## config.mk

```make
export PLATFORM = sky130hd
export DESIGN_NAME = trip_energy_charge_counter_flat
export DESIGN_NICKNAME = d
export VERILOG_FILES = /design/src/tecc_pkg.sv /design/src/tecc_if.sv /design/src/tecc_apb_regs.sv /design/src/tecc_sequencer.sv /design/src/tecc_datapath.sv /design/src/trip_energy_charge_counter.sv /design/src/flat_wrapper.sv
export SDC_FILE = /design/constraint.sdc
export NUM_CORES = 2
export LEC_CHECK = 0
export BUFFER_PORTS_ARGS = -buffer_cell sky130_fd_sc_hd__buf_2
export CORE_MARGIN = 1
export CORE_UTILIZATION = 60
export DETAILED_ROUTE_END_ITERATION = 10
export PLACE_DENSITY = 0.82
export REMOVE_ABC_BUFFERS = 1
export SLEW_MARGIN = 0
export SYNTH_ARGS = -nofsm -noshare
export SYNTH_HDL_FRONTEND = slang
export SYNTH_SLANG_ARGS = --single-unit
```

## constraint.sdc

```tcl
create_clock -name clk_i -period 34.1 [get_ports clk_i]
set_clock_uncertainty 0.1 [all_clocks]
set_input_delay 6.82 -clock clk_i [delete_from_list [all_inputs] [get_ports clk_i]]
set_output_delay 6.82 -clock clk_i [all_outputs]
set_load 0.05 [all_outputs]
```

## src/tecc_pkg.sv

```systemverilog
package tecc_pkg;

  // Field widths
  localparam int unsigned CurrentWidth = 24;
  localparam int unsigned TimeWidth    = 40;
  localparam int unsigned VoltWidth    = 16;
  localparam int unsigned GapWidth     = 16;
  localparam int unsigned AccWidth     = 64;
  localparam int unsigned OpWidth      = 2;

  // Shared multiplier: CurrentWidth x MulBWidth
  localparam int unsigned MulBWidth    = (VoltWidth > GapWidth) ? VoltWidth : GapWidth;
  localparam int unsigned ProdWidth    = CurrentWidth + MulBWidth;
  localparam int unsigned HiProdWidth  = ProdWidth - CurrentWidth + MulBWidth;
  localparam int unsigned EnergyWidth  = ProdWidth + MulBWidth;

  // Configuration port
  localparam int unsigned CfgDataWidth = 64;
  localparam int unsigned CfgAddrWidth = 5;
  localparam int unsigned CfgIdxLsb    = 3;
  localparam int unsigned CfgIdxWidth  = CfgAddrWidth - CfgIdxLsb;

  localparam logic [CfgIdxWidth-1:0] REG_MAX_GAP        = 2'd0;
  localparam logic [CfgIdxWidth-1:0] REG_SAVE_INTERVAL  = 2'd1;
  localparam logic [CfgIdxWidth-1:0] REG_VALID_TIME_MIN = 2'd2;

  localparam logic [GapWidth-1:0]  MaxGapReset       = GapWidth'(600);
  localparam logic [GapWidth-1:0]  SaveIntervalReset = GapWidth'(300);
  localparam logic [TimeWidth-1:0] ValidTimeMinReset = TimeWidth'(64'd1000000000);

  localparam logic signed [AccWidth-1:0] AccMax = {1'b0, {(AccWidth-1){1'b1}}};
  localparam logic signed [AccWidth-1:0] AccMin = {1'b1, {(AccWidth-1){1'b0}}};

  typedef enum logic [OpWidth-1:0] {
    OP_BATTERY    = 2'd0,
    OP_SOLAR      = 2'd1,
    OP_TRIP_START = 2'd2,
    OP_TRIP_END   = 2'd3
  } op_e;

  typedef struct packed {
    op_e                             operation;
    logic [TimeWidth-1:0]            timestamp_s;
    logic signed [CurrentWidth-1:0]  current_ma;
    logic [VoltWidth-1:0]            voltage_cv;
  } in_req_t;

  typedef struct packed {
    logic signed [AccWidth-1:0] charged_energy;
    logic signed [AccWidth-1:0] discharged_energy;
    logic signed [AccWidth-1:0] charged_charge;
    logic signed [AccWidth-1:0] discharged_charge;
    logic signed [AccWidth-1:0] solar_energy;
    logic signed [AccWidth-1:0] solar_charge;
    logic [TimeWidth-1:0]       running_seconds;
    logic [TimeWidth-1:0]       pv_seconds;
    logic [TimeWidth-1:0]       trip_start_time;
    logic                       trip_active;
    logic                       save_due;
    logic                       sample_used;
  } out_rsp_t;

  typedef struct packed {
    logic [GapWidth-1:0]  max_gap_seconds;
    logic [GapWidth-1:0]  save_interval_seconds;
    logic [TimeWidth-1:0] valid_time_min;
  } cfg_t;

  // Microcode
  typedef logic [3:0] step_t;

  localparam step_t STEP_DONE     = 4'd0;
  localparam step_t STEP_IDLE     = 4'd1;
  localparam step_t STEP_DISPATCH = 4'd2;
  localparam step_t STEP_CHECK    = 4'd3;
  localparam step_t STEP_GAP      = 4'd4;
  localparam step_t STEP_MUL_Q    = 4'd5;
  localparam step_t STEP_MUL_IV   = 4'd6;
  localparam step_t STEP_MUL_LO   = 4'd7;
  localparam step_t STEP_MUL_HI   = 4'd8;
  localparam step_t STEP_SUM_E    = 4'd9;
  localparam step_t STEP_ADD_E    = 4'd10;
  localparam step_t STEP_ADD_Q    = 4'd11;
  localparam step_t STEP_CMD      = 4'd12;

  typedef enum logic [2:0] {
    COND_NEVER     = 3'd0,
    COND_ALWAYS    = 3'd1,
    COND_NO_REQ    = 3'd2,
    COND_IS_CMD    = 3'd3,
    COND_CLOCK_BAD = 3'd4,
    COND_NOT_USED  = 3'd5,
    COND_OUT_BUSY  = 3'd6
  } cond_e;

  typedef enum logic [1:0] {
    MA_IMAG   = 2'd0,
    MA_MID_LO = 2'd1,
    MA_MID_HI = 2'd2
  } mul_a_e;

  typedef enum logic {
    MB_DT   = 1'b0,
    MB_VOLT = 1'b1
  } mul_b_e;

  typedef enum logic [2:0] {
    MD_NONE = 3'd0,
    MD_Q    = 3'd1,
    MD_MID  = 3'd2,
    MD_ELO  = 3'd3,
    MD_EHI  = 3'd4
  } mul_dst_e;

  typedef enum logic [2:0] {
    ACT_NONE   = 3'd0,
    ACT_GAP    = 3'd1,
    ACT_SUM_E  = 3'd2,
    ACT_ADD_E  = 3'd3,
    ACT_ADD_Q  = 3'd4,
    ACT_CMD    = 3'd5,
    ACT_RESULT = 3'd6
  } act_e;

  typedef struct packed {
    cond_e    cond;
    step_t    target;
    mul_a_e   mul_a;
    mul_b_e   mul_b;
    mul_dst_e mul_dst;
    act_e     act;
  } ucode_t;

  typedef struct packed {
    logic is_cmd;
    logic clock_bad;
    logic not_used;
    logic out_busy;
  } dp_status_t;

endpackage

```

## src/tecc_if.sv

```systemverilog
interface tecc_in_if;
  import tecc_pkg::*;

  logic    valid;
  logic    ready;
  in_req_t data;

  modport source (output valid, output data, input ready);
  modport sink (input valid, input data, output ready);
endinterface

interface tecc_out_if;
  import tecc_pkg::*;

  logic     valid;
  logic     ready;
  out_rsp_t data;

  modport source (output valid, output data, input ready);
  modport sink (input valid, input data, output ready);
endinterface

```

## src/tecc_apb_regs.sv

```systemverilog
module tecc_apb_regs (
  input  logic                                clk_i,
  input  logic                                rst_ni,
  input  logic                                psel,
  input  logic                                penable,
  input  logic                                pwrite,
  input  logic [tecc_pkg::CfgAddrWidth-1:0]   paddr,
  input  logic [tecc_pkg::CfgDataWidth-1:0]   pwdata,
  output logic [tecc_pkg::CfgDataWidth-1:0]   prdata,
  output logic                                pready,
  output tecc_pkg::cfg_t                      cfg_o
);
  import tecc_pkg::*;

  cfg_t                   cfg_q;
  logic                   wr_en;
  logic [CfgIdxWidth-1:0] idx;

  assign pready = 1'b1;
  assign idx    = paddr[CfgAddrWidth-1:CfgIdxLsb];
  assign wr_en  = psel && penable && pwrite && pready;
  assign cfg_o  = cfg_q;

  always_ff @(posedge clk_i or negedge rst_ni) begin
    if (!rst_ni) begin
      cfg_q.max_gap_seconds       <= MaxGapReset;
      cfg_q.save_interval_seconds <= SaveIntervalReset;
      cfg_q.valid_time_min        <= ValidTimeMinReset;
    end else if (wr_en) begin
      unique case (idx)
        REG_MAX_GAP:        cfg_q.max_gap_seconds       <= pwdata[GapWidth-1:0];
        REG_SAVE_INTERVAL:  cfg_q.save_interval_seconds <= pwdata[GapWidth-1:0];
        REG_VALID_TIME_MIN: cfg_q.valid_time_min        <= pwdata[TimeWidth-1:0];
        default: ;
      endcase
    end
  end

  always_comb begin
    unique case (idx)
      REG_MAX_GAP:        prdata = CfgDataWidth'(cfg_q.max_gap_seconds);
      REG_SAVE_INTERVAL:  prdata = CfgDataWidth'(cfg_q.save_interval_seconds);
      REG_VALID_TIME_MIN: prdata = CfgDataWidth'(cfg_q.valid_time_min);
      default:            prdata = '0;
    endcase
  end

endmodule

```

## src/tecc_sequencer.sv

```systemverilog
module tecc_sequencer (
  input  logic                 clk_i,
  input  logic                 rst_ni,
  input  logic                 in_valid_i,
  output logic                 in_ready_o,
  input  tecc_pkg::dp_status_t status_i,
  output tecc_pkg::ucode_t     ucode_o
);
  import tecc_pkg::*;

  step_t  step_q, step_d;
  ucode_t uc;
  logic   take;

  function automatic ucode_t uword(cond_e c, step_t t, mul_a_e ma, mul_b_e mb,
                                   mul_dst_e md, act_e a);
    ucode_t w;
    w.cond    = c;
    w.target  = t;
    w.mul_a   = ma;
    w.mul_b   = mb;
    w.mul_dst = md;
    w.act     = a;
    return w;
  endfunction

  // Microprogram; a step whose condition fails falls through to the next address.
  function automatic ucode_t rom_word(step_t s);
    ucode_t w;
    unique case (s)
      STEP_DONE:     w = uword(COND_OUT_BUSY, STEP_DONE, MA_IMAG, MB_DT, MD_NONE, ACT_RESULT);
      STEP_IDLE:     w = uword(COND_NO_REQ, STEP_IDLE, MA_IMAG, MB_DT, MD_NONE, ACT_NONE);
      STEP_DISPATCH: w = uword(COND_IS_CMD, STEP_CMD, MA_IMAG, MB_DT, MD_NONE, ACT_NONE);
      STEP_CHECK:    w = uword(COND_CLOCK_BAD, STEP_DONE, MA_IMAG, MB_DT, MD_NONE, ACT_NONE);
      STEP_GAP:      w = uword(COND_NOT_USED, STEP_DONE, MA_IMAG, MB_DT, MD_NONE, ACT_GAP);
      STEP_MUL_Q:    w = uword(COND_NEVER, STEP_IDLE, MA_IMAG, MB_DT, MD_Q, ACT_NONE);
      STEP_MUL_IV:   w = uword(COND_NEVER, STEP_IDLE, MA_IMAG, MB_VOLT, MD_MID, ACT_NONE);
      STEP_MUL_LO:   w = uword(COND_NEVER, STEP_IDLE, MA_MID_LO, MB_DT, MD_ELO, ACT_NONE);
      STEP_MUL_HI:   w = uword(COND_NEVER, STEP_IDLE, MA_MID_HI, MB_DT, MD_EHI, ACT_NONE);
      STEP_SUM_E:    w = uword(COND_NEVER, STEP_IDLE, MA_IMAG, MB_DT, MD_NONE, ACT_SUM_E);
      STEP_ADD_E:    w = uword(COND_NEVER, STEP_IDLE, MA_IMAG, MB_DT, MD_NONE, ACT_ADD_E);
      STEP_ADD_Q:    w = uword(COND_ALWAYS, STEP_DONE, MA_IMAG, MB_DT, MD_NONE, ACT_ADD_Q);
      STEP_CMD:      w = uword(COND_ALWAYS, STEP_DONE, MA_IMAG, MB_DT, MD_NONE, ACT_CMD);
      default:       w = uword(COND_ALWAYS, STEP_IDLE, MA_IMAG, MB_DT, MD_NONE, ACT_NONE);
    endcase
    return w;
  endfunction

  assign uc         = rom_word(step_q);
  assign ucode_o    = uc;
  assign in_ready_o = (step_q == STEP_IDLE);

  always_comb begin
    unique case (uc.cond)
      COND_NEVER:     take = 1'b0;
      COND_ALWAYS:    take = 1'b1;
      COND_NO_REQ:    take = !in_valid_i;
      COND_IS_CMD:    take = status_i.is_cmd;
      COND_CLOCK_BAD: take = status_i.clock_bad;
      COND_NOT_USED:  take = status_i.not_used;
      COND_OUT_BUSY:  take = status_i.out_busy;
      default:        take = 1'b1;
    endcase
    step_d = take ? uc.target : step_t'(step_q + step_t'(1));
  end

  always_ff @(posedge clk_i or negedge rst_ni) begin
    if (!rst_ni) begin
      step_q <= STEP_IDLE;
    end else begin
      step_q <= step_d;
    end
  end

endmodule

```

## src/tecc_datapath.sv

```systemverilog
module tecc_datapath (
  input  logic                 clk_i,
  input  logic                 rst_ni,
  input  tecc_pkg::cfg_t       cfg_i,
  input  tecc_pkg::ucode_t     ucode_i,
  input  logic                 accept_i,
  input  tecc_pkg::in_req_t    req_i,
  input  logic                 out_ready_i,
  output logic                 out_valid_o,
  output tecc_pkg::out_rsp_t   rsp_o,
  output tecc_pkg::dp_status_t status_o
);
  import tecc_pkg::*;

  // Latched request
  op_e                     op_q;
  logic [TimeWidth-1:0]    now_q;
  logic [CurrentWidth-1:0] imag_q;
  logic                    neg_q;
  logic [VoltWidth-1:0]    volt_q;

  // Working registers
  logic [GapWidth-1:0]     dt_q;
  logic [ProdWidth-1:0]    q_q;
  logic [ProdWidth-1:0]    mid_q;
  logic [ProdWidth-1:0]    elo_q;
  logic [HiProdWidth-1:0]  ehi_q;
  logic [EnergyWidth-1:0]  e_q;

  // Accumulators and trip state
  logic signed [AccWidth-1:0] ce_q, de_q, cc_q, dc_q, se_q, sc_q;
  logic [TimeWidth-1:0]       rs_q, ss_q;
  logic [TimeWidth-1:0]       trip_start_q;
  logic                       trip_open_q;
  logic [TimeWidth-1:0]       last_bat_q, last_sol_q, last_save_q;
  logic                       save_q, used_q;

  out_rsp_t rsp_q;
  logic     out_valid_q;

  logic                    cur_neg;
  logic [CurrentWidth-1:0] cur_mag;
  logic                    is_solar, pos, chg;
  logic [TimeWidth-1:0]    last_sel;
  logic [TimeWidth-1:0]    diff;
  logic                    gap_ok, use_now, clock_bad, out_busy;
  logic [CurrentWidth-1:0] mul_a;
  logic [MulBWidth-1:0]    mul_b;
  logic [ProdWidth-1:0]    prod;
  logic signed [AccWidth-1:0] e_add, q_add, add_a, add_b, add_sum;
  logic [TimeWidth-1:0]    sec_sel, sec_new;
  logic [TimeWidth:0]      sec_sum;
  logic                    save_hit;

  function automatic logic signed [AccWidth-1:0] sat_add(
    input logic signed [AccWidth-1:0] a,
    input logic signed [AccWidth-1:0] b
  );
    logic signed [AccWidth-1:0] s;
    s = a + b;
    if ((a[AccWidth-1] == b[AccWidth-1]) && (s[AccWidth-1] != a[AccWidth-1])) begin
      s = a[AccWidth-1] ? AccMin : AccMax;
    end
    return s;
  endfunction

  // Magnitude of the incoming current; the most negative code maps to 2^(w-1).
  assign cur_neg = req_i.current_ma[CurrentWidth-1];
  assign cur_mag = cur_neg ? CurrentWidth'(~req_i.current_ma + 1'b1)
                           : CurrentWidth'(req_i.current_ma);

  assign is_solar  = (op_q == OP_SOLAR);
  assign pos       = !neg_q && (imag_q != '0);
  assign chg       = pos && (volt_q != '0);
  assign clock_bad = (now_q < cfg_i.valid_time_min);
  assign out_busy  = out_valid_q && !out_ready_i;

  // Elapsed time since the previous sample of the same kind
  assign last_sel = is_solar ? last_sol_q : last_bat_q;
  assign diff     = now_q - last_sel;
  assign gap_ok   = (last_sel != '0) && (now_q > last_sel)
                    && (diff < TimeWidth'(cfg_i.max_gap_seconds));
  assign use_now  = gap_ok && (!is_solar || pos);

  assign status_o.is_cmd    = (op_q == OP_TRIP_START) || (op_q == OP_TRIP_END);
  assign status_o.clock_bad = clock_bad;
  assign status_o.not_used  = !use_now;
  assign status_o.out_busy  = out_busy;

  // Shared multiplier
  always_comb begin
    unique case (ucode_i.mul_a)
      MA_IMAG:   mul_a = imag_q;
      MA_MID_LO: mul_a = mid_q[CurrentWidth-1:0];
      MA_MID_HI: mul_a = CurrentWidth'(mid_q[ProdWidth-1:CurrentWidth]);
      default:   mul_a = imag_q;
    endcase
    unique case (ucode_i.mul_b)
      MB_DT:   mul_b = MulBWidth'(dt_q);
      MB_VOLT: mul_b = MulBWidth'(volt_q);
      default: mul_b = MulBWidth'(dt_q);
    endcase
  end

  assign prod = ProdWidth'(mul_a) * ProdWidth'(mul_b);

  // Shared saturating accumulator adder
  assign e_add = AccWidth'(e_q);
  assign q_add = AccWidth'(q_q);

  always_comb begin
    add_a = dc_q;
    add_b = q_add;
    if (ucode_i.act == ACT_ADD_E) begin
      add_b = e_add;
      if (is_solar)   add_a = se_q;
      else if (chg)   add_a = ce_q;
      else            add_a = de_q;
    end else begin
      if (is_solar)   add_a = sc_q;
      else if (chg)   add_a = cc_q;
      else if (neg_q) add_a = dc_q;
      else begin
        add_a = dc_q;
        add_b = -q_add;
      end
    end
  end

  assign add_sum = sat_add(add_a, add_b);

  // Seconds counters saturate at the top of their range
  assign sec_sel  = is_solar ? ss_q : rs_q;
  assign sec_sum  = {1'b0, sec_sel} + (TimeWidth + 1)'(dt_q);
  assign sec_new  = sec_sum[TimeWidth] ? '1 : sec_sum[TimeWidth-1:0];
  assign save_hit = (now_q >= last_save_q)
                    && ((now_q - last_save_q) >= TimeWidth'(cfg_i.save_interval_seconds));

  // Payload registers
  always_ff @(posedge clk_i) begin
    if (accept_i) begin
      op_q   <= req_i.operation;
      now_q  <= req_i.timestamp_s;
      imag_q <= cur_mag;
      neg_q  <= cur_neg;
      volt_q <= req_i.voltage_cv;
    end
    if (ucode_i.act == ACT_GAP) begin
      dt_q <= diff[GapWidth-1:0];
    end
    unique case (ucode_i.mul_dst)
      MD_Q:    q_q   <= prod;
      MD_MID:  mid_q <= prod;
      MD_ELO:  elo_q <= prod;
      MD_EHI:  ehi_q <= prod[HiProdWidth-1:0];
      default: ;
    endcase
    if (ucode_i.act == ACT_SUM_E) begin
      e_q <= EnergyWidth'(elo_q) + (EnergyWidth'(ehi_q) << CurrentWidth);
    end
    if ((ucode_i.act == ACT_RESULT) && !out_busy) begin
      rsp_q.charged_energy    <= ce_q;
      rsp_q.discharged_energy <= de_q;
      rsp_q.charged_charge    <= cc_q;
      rsp_q.discharged_charge <= dc_q;
      rsp_q.solar_energy      <= se_q;
      rsp_q.solar_charge      <= sc_q;
      rsp_q.running_seconds   <= rs_q;
      rsp_q.pv_seconds        <= ss_q;
      rsp_q.trip_start_time   <= trip_start_q;
      rsp_q.trip_active       <= trip_open_q;
      rsp_q.save_due          <= save_q;
      rsp_q.sample_used       <= used_q;
    end
  end

  // Architectural state
  always_ff @(posedge clk_i or negedge rst_ni) begin
    if (!rst_ni) begin
      ce_q         <= '0;
      de_q         <= '0;
      cc_q         <= '0;
      dc_q         <= '0;
      se_q         <= '0;
      sc_q         <= '0;
      rs_q         <= '0;
      ss_q         <= '0;
      trip_start_q <= '0;
      trip_open_q  <= 1'b1;
      last_bat_q   <= '0;
      last_sol_q   <= '0;
      last_save_q  <= '0;
      save_q       <= 1'b0;
      used_q       <= 1'b0;
      out_valid_q  <= 1'b0;
    end else begin
      if (accept_i) begin
        save_q <= 1'b0;
        used_q <= 1'b0;
      end
      unique case (ucode_i.act)
        ACT_GAP: begin
          if (is_solar) begin
            last_sol_q <= now_q;
          end else begin
            last_bat_q <= now_q;
            if (trip_start_q == '0) trip_start_q <= now_q;
          end
        end
        ACT_ADD_E: begin
          if (is_solar)   se_q <= add_sum;
          else if (chg)   ce_q <= add_sum;
          else if (neg_q) de_q <= add_sum;
        end
        ACT_ADD_Q: begin
          used_q <= 1'b1;
          if (is_solar) begin
            sc_q <= add_sum;
            ss_q <= sec_new;
          end else begin
            if (chg) cc_q <= add_sum;
            else     dc_q <= add_sum;
            rs_q <= sec_new;
            if (save_hit) begin
              save_q      <= 1'b1;
              last_save_q <= now_q;
            end
          end
        end
        ACT_CMD: begin
          if (op_q == OP_TRIP_START) begin
            ce_q         <= '0;
            de_q         <= '0;
            cc_q         <= '0;
            dc_q         <= '0;
            se_q         <= '0;
            sc_q         <= '0;
            rs_q         <= '0;
            ss_q         <= '0;
            last_bat_q   <= '0;
            last_sol_q   <= '0;
            trip_start_q <= clock_bad ? '0 : now_q;
            trip_open_q  <= 1'b1;
          end else begin
            trip_open_q  <= 1'b0;
          end
        end
        default: ;
      endcase
      if ((ucode_i.act == ACT_RESULT) && !out_busy) begin
        out_valid_q <= 1'b1;
      end else if (out_ready_i) begin
        out_valid_q <= 1'b0;
      end
    end
  end

  assign out_valid_o = out_valid_q;
  assign rsp_o       = rsp_q;

endmodule

```

## src/trip_energy_charge_counter.sv

```systemverilog
// Trip energy and charge counter.
// Requests enter on in_i (valid/ready): a battery sample, a solar sample, a
// start-new-trip or an end-trip command, each stamped with wall clock seconds.
// Every request yields exactly one result on out_o: a snapshot of all
// accumulators, the trip state and the save_due / sample_used flags.
// From request accept to result valid, an integrated sample walks dispatch,
// clock check, gap check, four products, the energy sum and two adds; a
// sample with an unusable gap ends after the gap step, a command after its
// command step and a sample taken while the clock is not yet valid after the
// clock check. No new request is accepted until the result register loads.
// The four products go through the one shared 24x16 multiplier and the two
// adds through the shared 64-bit saturating adder.
// The result sits in an output register: the next request is accepted while
// it waits. If out_o stalls, the sequencer holds in its final step until the
// register frees, and in_i stays not ready meanwhile.
// Reset clears all accumulators and sample times, opens a trip and loads the
// configuration defaults (gap 600 s, save interval 300 s, valid time 1e9 s).
// Configuration is written via APB-style port only while idle: user's duty.
module trip_energy_charge_counter (
  input  logic                              clk_i,
  input  logic                              rst_ni,
  tecc_in_if.sink                           in_i,
  tecc_out_if.source                        out_o,
  input  logic                              psel,
  input  logic                              penable,
  input  logic                              pwrite,
  input  logic [tecc_pkg::CfgAddrWidth-1:0] paddr,
  input  logic [tecc_pkg::CfgDataWidth-1:0] pwdata,
  output logic [tecc_pkg::CfgDataWidth-1:0] prdata,
  output logic                              pready
);
  import tecc_pkg::*;

  cfg_t       cfg;
  ucode_t     ucode;
  dp_status_t status;
  logic       in_ready;
  logic       accept;

  // Request handshake: ready only while the sequencer sits in its idle step.
  assign in_i.ready = in_ready;
  assign accept     = in_i.valid && in_ready;

  tecc_apb_regs u_regs (
    .clk_i   (clk_i),
    .rst_ni  (rst_ni),
    .psel    (psel),
    .penable (penable),
    .pwrite  (pwrite),
    .paddr   (paddr),
    .pwdata  (pwdata),
    .prdata  (prdata),
    .pready  (pready),
    .cfg_o   (cfg)
  );

  // Step counter, control store and branch logic
  tecc_sequencer u_seq (
    .clk_i      (clk_i),
    .rst_ni     (rst_ni),
    .in_valid_i (in_i.valid),
    .in_ready_o (in_ready),
    .status_i   (status),
    .ucode_o    (ucode)
  );

  // Multiplier, saturating adder, accumulators and output register
  tecc_datapath u_dp (
    .clk_i       (clk_i),
    .rst_ni      (rst_ni),
    .cfg_i       (cfg),
    .ucode_i     (ucode),
    .accept_i    (accept),
    .req_i       (in_i.data),
    .out_ready_i (out_o.ready),
    .out_valid_o (out_o.valid),
    .rsp_o       (out_o.data),
    .status_o    (status)
  );

endmodule
```

## src/flat_wrapper.sv

```systemverilog
// flat-port wrapper written by rule: the top's interface ports become plain ports
module trip_energy_charge_counter_flat import tecc_pkg::*;
  (clk_i, rst_ni, psel, penable, pwrite, paddr, pwdata, prdata, pready, in_i_valid, in_i_data, in_i_ready, out_o_valid, out_o_data, out_o_ready);
  tecc_in_if in_i_i ();
  tecc_out_if out_o_i ();
  input  logic clk_i;
  input  logic rst_ni;
  input  logic psel;
  input  logic penable;
  input  logic pwrite;
  input  logic [tecc_pkg::CfgAddrWidth-1:0] paddr;
  input  logic [tecc_pkg::CfgDataWidth-1:0] pwdata;
  output logic [tecc_pkg::CfgDataWidth-1:0] prdata;
  output logic pready;
  input wire logic [$bits(in_i_i.valid)-1:0] in_i_valid;
  input wire logic [$bits(in_i_i.data)-1:0] in_i_data;
  output wire logic [$bits(in_i_i.ready)-1:0] in_i_ready;
  output wire logic [$bits(out_o_i.valid)-1:0] out_o_valid;
  output wire logic [$bits(out_o_i.data)-1:0] out_o_data;
  input wire logic [$bits(out_o_i.ready)-1:0] out_o_ready;
  assign in_i_i.valid = in_i_valid;
  assign in_i_i.data = in_i_data;
  assign in_i_ready = in_i_i.ready;
  assign out_o_valid = out_o_i.valid;
  assign out_o_data = out_o_i.data;
  assign out_o_i.ready = out_o_ready;
  trip_energy_charge_counter u_core (.clk_i(clk_i), .rst_ni(rst_ni), .in_i(in_i_i), .out_o(out_o_i), .psel(psel), .penable(penable), .pwrite(pwrite), .paddr(paddr), .pwdata(pwdata), .prdata(prdata), .pready(pready));
endmodule
```

# After elaboration in Yosys (flattened, before gate mapping)
# Memory sizes are Yosys's and may differ from the RTL's.
# Cells that the tools add are included.
[classes]
n_reduce_logical = 45
multipliers = 1
addsub = 8
eq_ne = 38
n_bitwise = 3
n_lt_le_gt_ge = 5
n_mux = 58
[ops]
columns = ["operator", "n"]
rows = [
  ["$mux W64", 20],
  ["$pmux W64 S2", 6],
  ["$mux W40", 12],
  ["$pmux W40 S2", 5],
  ["$pmux W40 S3", 1],
  ["$sub A40 B40 Y40", 2],
  ["$add A64 B64 Y64", 1],
  ["$neg A40 Y64", 1],
  ["$add A40 B56 Y56", 1],
  ["$pmux W24 S2", 1],
  ["$add A40 B16 Y41", 1],
  ["$ge A40 B16 Y1", 1],
  ["$ge A40 B40 Y1", 1],
  ["$gt A40 B40 Y1", 1],
  ["$logic_not A40 Y1", 1],
  ["$lt A40 B16 Y1", 1],
  ["$lt A40 B40 Y1", 1],
  ["$mul A24 B16 Y40", 1],
  ["$reduce_bool A40 Y1", 1],
  ["$pmux W16 S2", 1],
  ["$add A24 B1 Y24 const B", 1],
  ["$ne A2 B2 Y1 const B", 12],
  ["$not A24 Y24", 1],
  ["$reduce_bool A24 Y1", 1],
  ["26 further kinds", 83],
]
[totals]
wordCells = 203
regBits = 1518
mem_bits_ro = 240
memories = 1
out_inout_bits = 574
[mem_list]
columns = ["memory", "depth", "width", "rd", "rd_clocked_by_memory_dff", "write_ports", "line", "rtl"]
rows = [
  ["(no name shown)", 16, 15, 1, 0, 0, "tecc_sequencer.sv:30", "unique case (s)"],
]

# Logic depth before layout (Yosys ltp)
[depth]
depth_word = 14
depth_mapped = 34
depth_no_buf = 31

# Modules after synthesis
# Synthesis repeated with hierarchy kept, for this count alone.
[hier_totals]
hier_cells = 7763
area_unflattened_um2 = 83784.1
[by_module_without_submodules]
columns = ["module", "area_per_inst_um2", "n_inst", "seq_area_each_um2", "cells_each"]
rows = [
  ["tecc_datapath", 79665.2, 1, 40159.8, 7427],
  ["tecc_apb_regs", 3453.3, 1, 1828.0, 263],
  ["tecc_sequencer", 659.4, 1, 101.3, 72],
  ["trip_energy_charge_counter", 6.3, 1, 0.0, 1],
]

# Worst setup path before layout
# OpenSTA, ideal clock, no wires.
[synth_path]
kind = "input port to flip-flop"
start = "input port out_o_ready"
end = "register u_core.u_dp.rsp_q, in the netlist u_core.u_dp.rsp_o[0], enable pin"
t_arrival_ns = 18.430
cell_stages = 2
path_slack_ns = 14.628
required_ns = 33.059
cell_sequence = "nand2b_1 and3_1"
[synth_via]
elab_chain_cells = 4
[synth_rtl]
columns = ["element", "line", "rtl"]
rows = [
  ["start: declaration", "flat_wrapper.sv:20", "input wire logic [$bits(out_o_i.ready)-1:0] out_o_ready;"],
  ["$logic_not A1 Y1", "tecc_datapath.sv:76", "assign out_busy = out_valid_q && !out_ready_i;"],
  ["$logic_and A1 B1 Y1", "tecc_datapath.sv:76", ""],
  ["$logic_not A1 Y1", "tecc_datapath.sv:161", "if ((ucode_i.act == ACT_RESULT) && !out_busy) begin"],
  ["$logic_and A1 B1 Y1", "tecc_datapath.sv:161", ""],
  ["end: declaration", "tecc_datapath.sv:38", "out_rsp_t rsp_q;"],
]
# Every way passes these cells.
# A chain may end at the register's enable or synchronous reset.

# Worst setup path in the final report
[layout_path]
start = "input port paddr[4] (netlist bit)"
end = "output port prdata[0] (netlist bit)"
[layout_via]
elab_chain_cells = 2
word_cells_on_any_way = 4
[layout_rtl]
columns = ["element", "line", "rtl"]
rows = [
  ["start: declaration", "flat_wrapper.sv:11", "input logic [tecc_pkg::CfgAddrWidth-1:0] paddr;"],
  ["$eq A2 B2 Y1, or another cell as far along", "tecc_apb_regs.sv:40", "unique case (idx)"],
  ["$pmux W40 S3 *", "tecc_apb_regs.sv:40", ""],
  ["end: declaration", "flat_wrapper.sv:13", "output logic [tecc_pkg::CfgDataWidth-1:0] prdata;"],
]
# Every way passes the cells marked *; elsewhere a longest branch is shown, timed or not.

==> results.yml <==
sta:
  slew_viol_final: 0
  finalSetupViolCount: 0
  finalCritPeriodShare: 0.456
  min_period_ns: 15.54
  rsz0062_at_grt: "no"
  hold_violations: 0
  fmax_mhz: 64.3
  worst_slew_pin_slew_ns: 1.43
  setup_tns_ns: 0
  max_slew_margin: 0.0226
synth:
  synth_area_sq_um: 83200
  synth-seq-area-share: 0.506
  synth_seq_cells: 1518
  ys_types: 91
  synth_warnings: 0
  avgSynthCellArea_sq_um: 10.4
  ys_top_cells_by_area: "edfxtp_1, dfrtp_1, fa_1"
  yosysTopAreaCellShare: 0.294
  synth_ff_type: "edfxtp_1"
  synth_edf_count: 814
  synthTopCellsByCount: "nand2_1, edfxtp_1, o21ai_0, dfrtp_1, inv_1"
  synthArstFlopShare: 0.464
  synth.most_common_cell: "nand2_1"
  yosysTopAreaCell: "edfxtp_1"
  syn_inst: 7980
clocking:
  postCtsResizedCells: 0
  cts.sinks: 1518
  post_cts_buffers: 0
  cts_inserted_buffers: 154
  clk_pin_slew_worst_paths_ns: 0.06
  cts_hold_buffers: 0
  cts_tree: "done"
  clockRootBuffer: "clkbuf_16"
  cts.path.max_buffers: 3
  clock_latency_ns: 0.83
  htreeDepth: 4
global_route:
  grt_usage: 0.361
  grt_max_degree: 179
  grt_pass1_wl_um: 385000
  grt_pass1_vias: 63600
  antenna_found_initial: 8
  grt_overflow_total: 0
die:
  dieArea_sq_um: 140000
  core_area_sq_um: 137000
  initial_core_util: 0.605
  row_count: 136
  die_w_um: 374
  num_io_pins: 732
  die_y_um: 374
critical_path:
  path_class: "in2out"
  crit_arrival_ns: 8.62
  critPathSlowestCell: "nor2b_4"
  critPathMostFrequentCell: "buf_2"
  cp.required_ns: 27.18
  cp-start-kind: "input pin"
  worstSetupEndpointType: "output pin"
  cp_max_fo: 40
  max_stage_delay_ns: 0.86
  cp_num_buf_inv: 2
  path_cells: "buf_2, nor2b_4, nand2_1, o21ai_0, buf_2"
  crit_family: "simple AND/OR/NAND/NOR gates"
placed_design:
  place_hpwl_um: 184000
  port-buffer-count: 679
  place_area_sq_um: 88200
  gp_congestion: 0.987
detailed_routing:
  drt_iter0_drc: 8318
  drc_errors: 0
  drtAntennaViolNets: 0
  dr.pass1.iters: 6
  wirelength_um: 254000
  via_count: 65400
  wl_per_cell_um: 24.3
  vias_per_cell: 6.26
finish:
  post-route-util: 0.680
  fillers: 10100
  drive_gt1_frac: 0.145
  nets: 9350
  design_area_sq_um: 93500
  area_growth_pct: 12.3
hold_path:
  hold_class: "reg2reg"
job:
  max-cap-violations: 0
outcome:
  status: "finished, final reports clean"
through the flow:
stage	worst slack, ns	cells	hold slack [ns]
2_1_floorplan	14.63	7601	0.300
3_3_place_gp	18.58	10200	0.301
3_5_place_dp	18.60	10200	0.305
4_1_cts	18.59	10400	0.310
5_1_grt	18.42	10400	0.328
6_report	18.56	10400	0.308
cell families after synthesis:
logic type | Yosys count | synth area share
buffers and inverters | 937 | 0.0439
multiplexers | 243 | 0.0313
other | 2 | 0.0000902
XOR/XNOR | 250 | 0.0263
AND/OR/NAND/NOR | 2586 | 0.134
flip-flops | 1518 | 0.506
AO/OA/AOI/OAI | 1766 | 0.129
adder cells (fa/ha/maj) | 678 | 0.130
sequential cells by signal, summed over array words and instances, names as in the netlist, 56 cells and up:
signal               cells
u_core.u_dp.cc_q        64
u_core.u_dp.rsp_o      507
u_core.u_dp.se_q        64
u_core.u_dp.e_q         56
u_core.u_regs.cfg_o     72
u_core.u_dp.de_q        64
u_core.u_dp.dc_q        64
u_core.u_dp.sc_q        64
u_core.u_dp.ce_q        64
final timing paths:
path                                                       from                                 endpoint  slack [ns]  cells after the start
worst min register to register  u_core.u_dp.elo_q[13]$_DFFE_PN_            u_core.u_dp.e_q[13]$_DFFE_PN_        0.31                      0
min in group asynchronous                                rst_ni  u_core.u_dp.trip_start_q[6]$_DFFE_PN0P_        5.96                      1
worst max-delay path                                   paddr[4]                                prdata[0]       18.56                      5
worst max register to register  u_core.u_dp.imag_q[3]$_DFFE_PP_         u_core.u_dp.de_q[17]$_DFFE_PN0P_       23.95                     22
max in group asynchronous                                rst_ni         u_core.u_dp.sc_q[54]$_DFFE_PN0P_       23.92                      5
worst min-delay path            u_core.u_dp.elo_q[13]$_DFFE_PN_            u_core.u_dp.e_q[13]$_DFFE_PN_        0.31                      0
layout by cell type, fill, tap and decap left out, types with 33 or more instances in the layout:
master / netlist / final
nand4_1: 60 / 60
nand2b_1: 34 / 33
dfrtp_1: 681 / 681
clkbuf_1: 343 / 40
nand3_1: 236 / 235
nor4_1: 62 / 61
a211oi_1: 44 / 44
a22o_1: 74 / 74
o21bai_1: 34 / 33
inv_1: 533 / 532
buf_2: 4 / 678
mux2_2: 137 / 137
o21a_1: 66 / 65
and2_1: 51 / 51
a21oi_1: 342 / 339
o21ai_1: 54 / 55
xor2_1: 118 / 118
edfxtp_1: 814 / 814
o21ai_0: 692 / 690
buf_4: 26 / 71
mux2i_1: 106 / 100
nand2_1: 1551 / 1551
a31oi_1: 92 / 89
o31ai_1: 42 / 42
nor3_1: 56 / 52
xnor2_1: 132 / 132
ha_1: 367 / 367
clkbuf_16: 0 / 154
fa_1: 311 / 311
a21o_1: 114 / 113
nor2_1: 378 / 373
worst register-to-register path, delay by kind of cell, from the launching register on:
kind            cells  cell delay, ns
buf+inv             2            0.87
simple gates        7            2.56
compound gates     12            5.56
fa+ha+maj           1            0.42
flops               1            0.49
per-layer routing:
layer,global-route usage,up-vias,wire (um)
met4,0.158,10,12400
met1,0.488,32100,99100
li1,-,28800,-
met3,0.0764,612,26100
met5,0,-,63
met2,0.565,3882,117000
layout make-up:
cell class | count | area, sq um | share of cell area
diodes | 4 | 10.0 | 0.000107
clock inverters | 83 | 1050 | 0.0113
inverters | 535 | 2010 | 0.0215
flip-flops and latches | 1518 | 42100 | 0.450
clock buffers | 207 | 4180 | 0.0447
multi-input cells | 5548 | 37800 | 0.404
well taps | 1794 | 2240 | 0.0240
repair buffers | 757 | 4080 | 0.0437
Power is left out: the tool's default activity adds up to more than one toggle a clock period on the data nets, which glitch-free logic cannot reach.
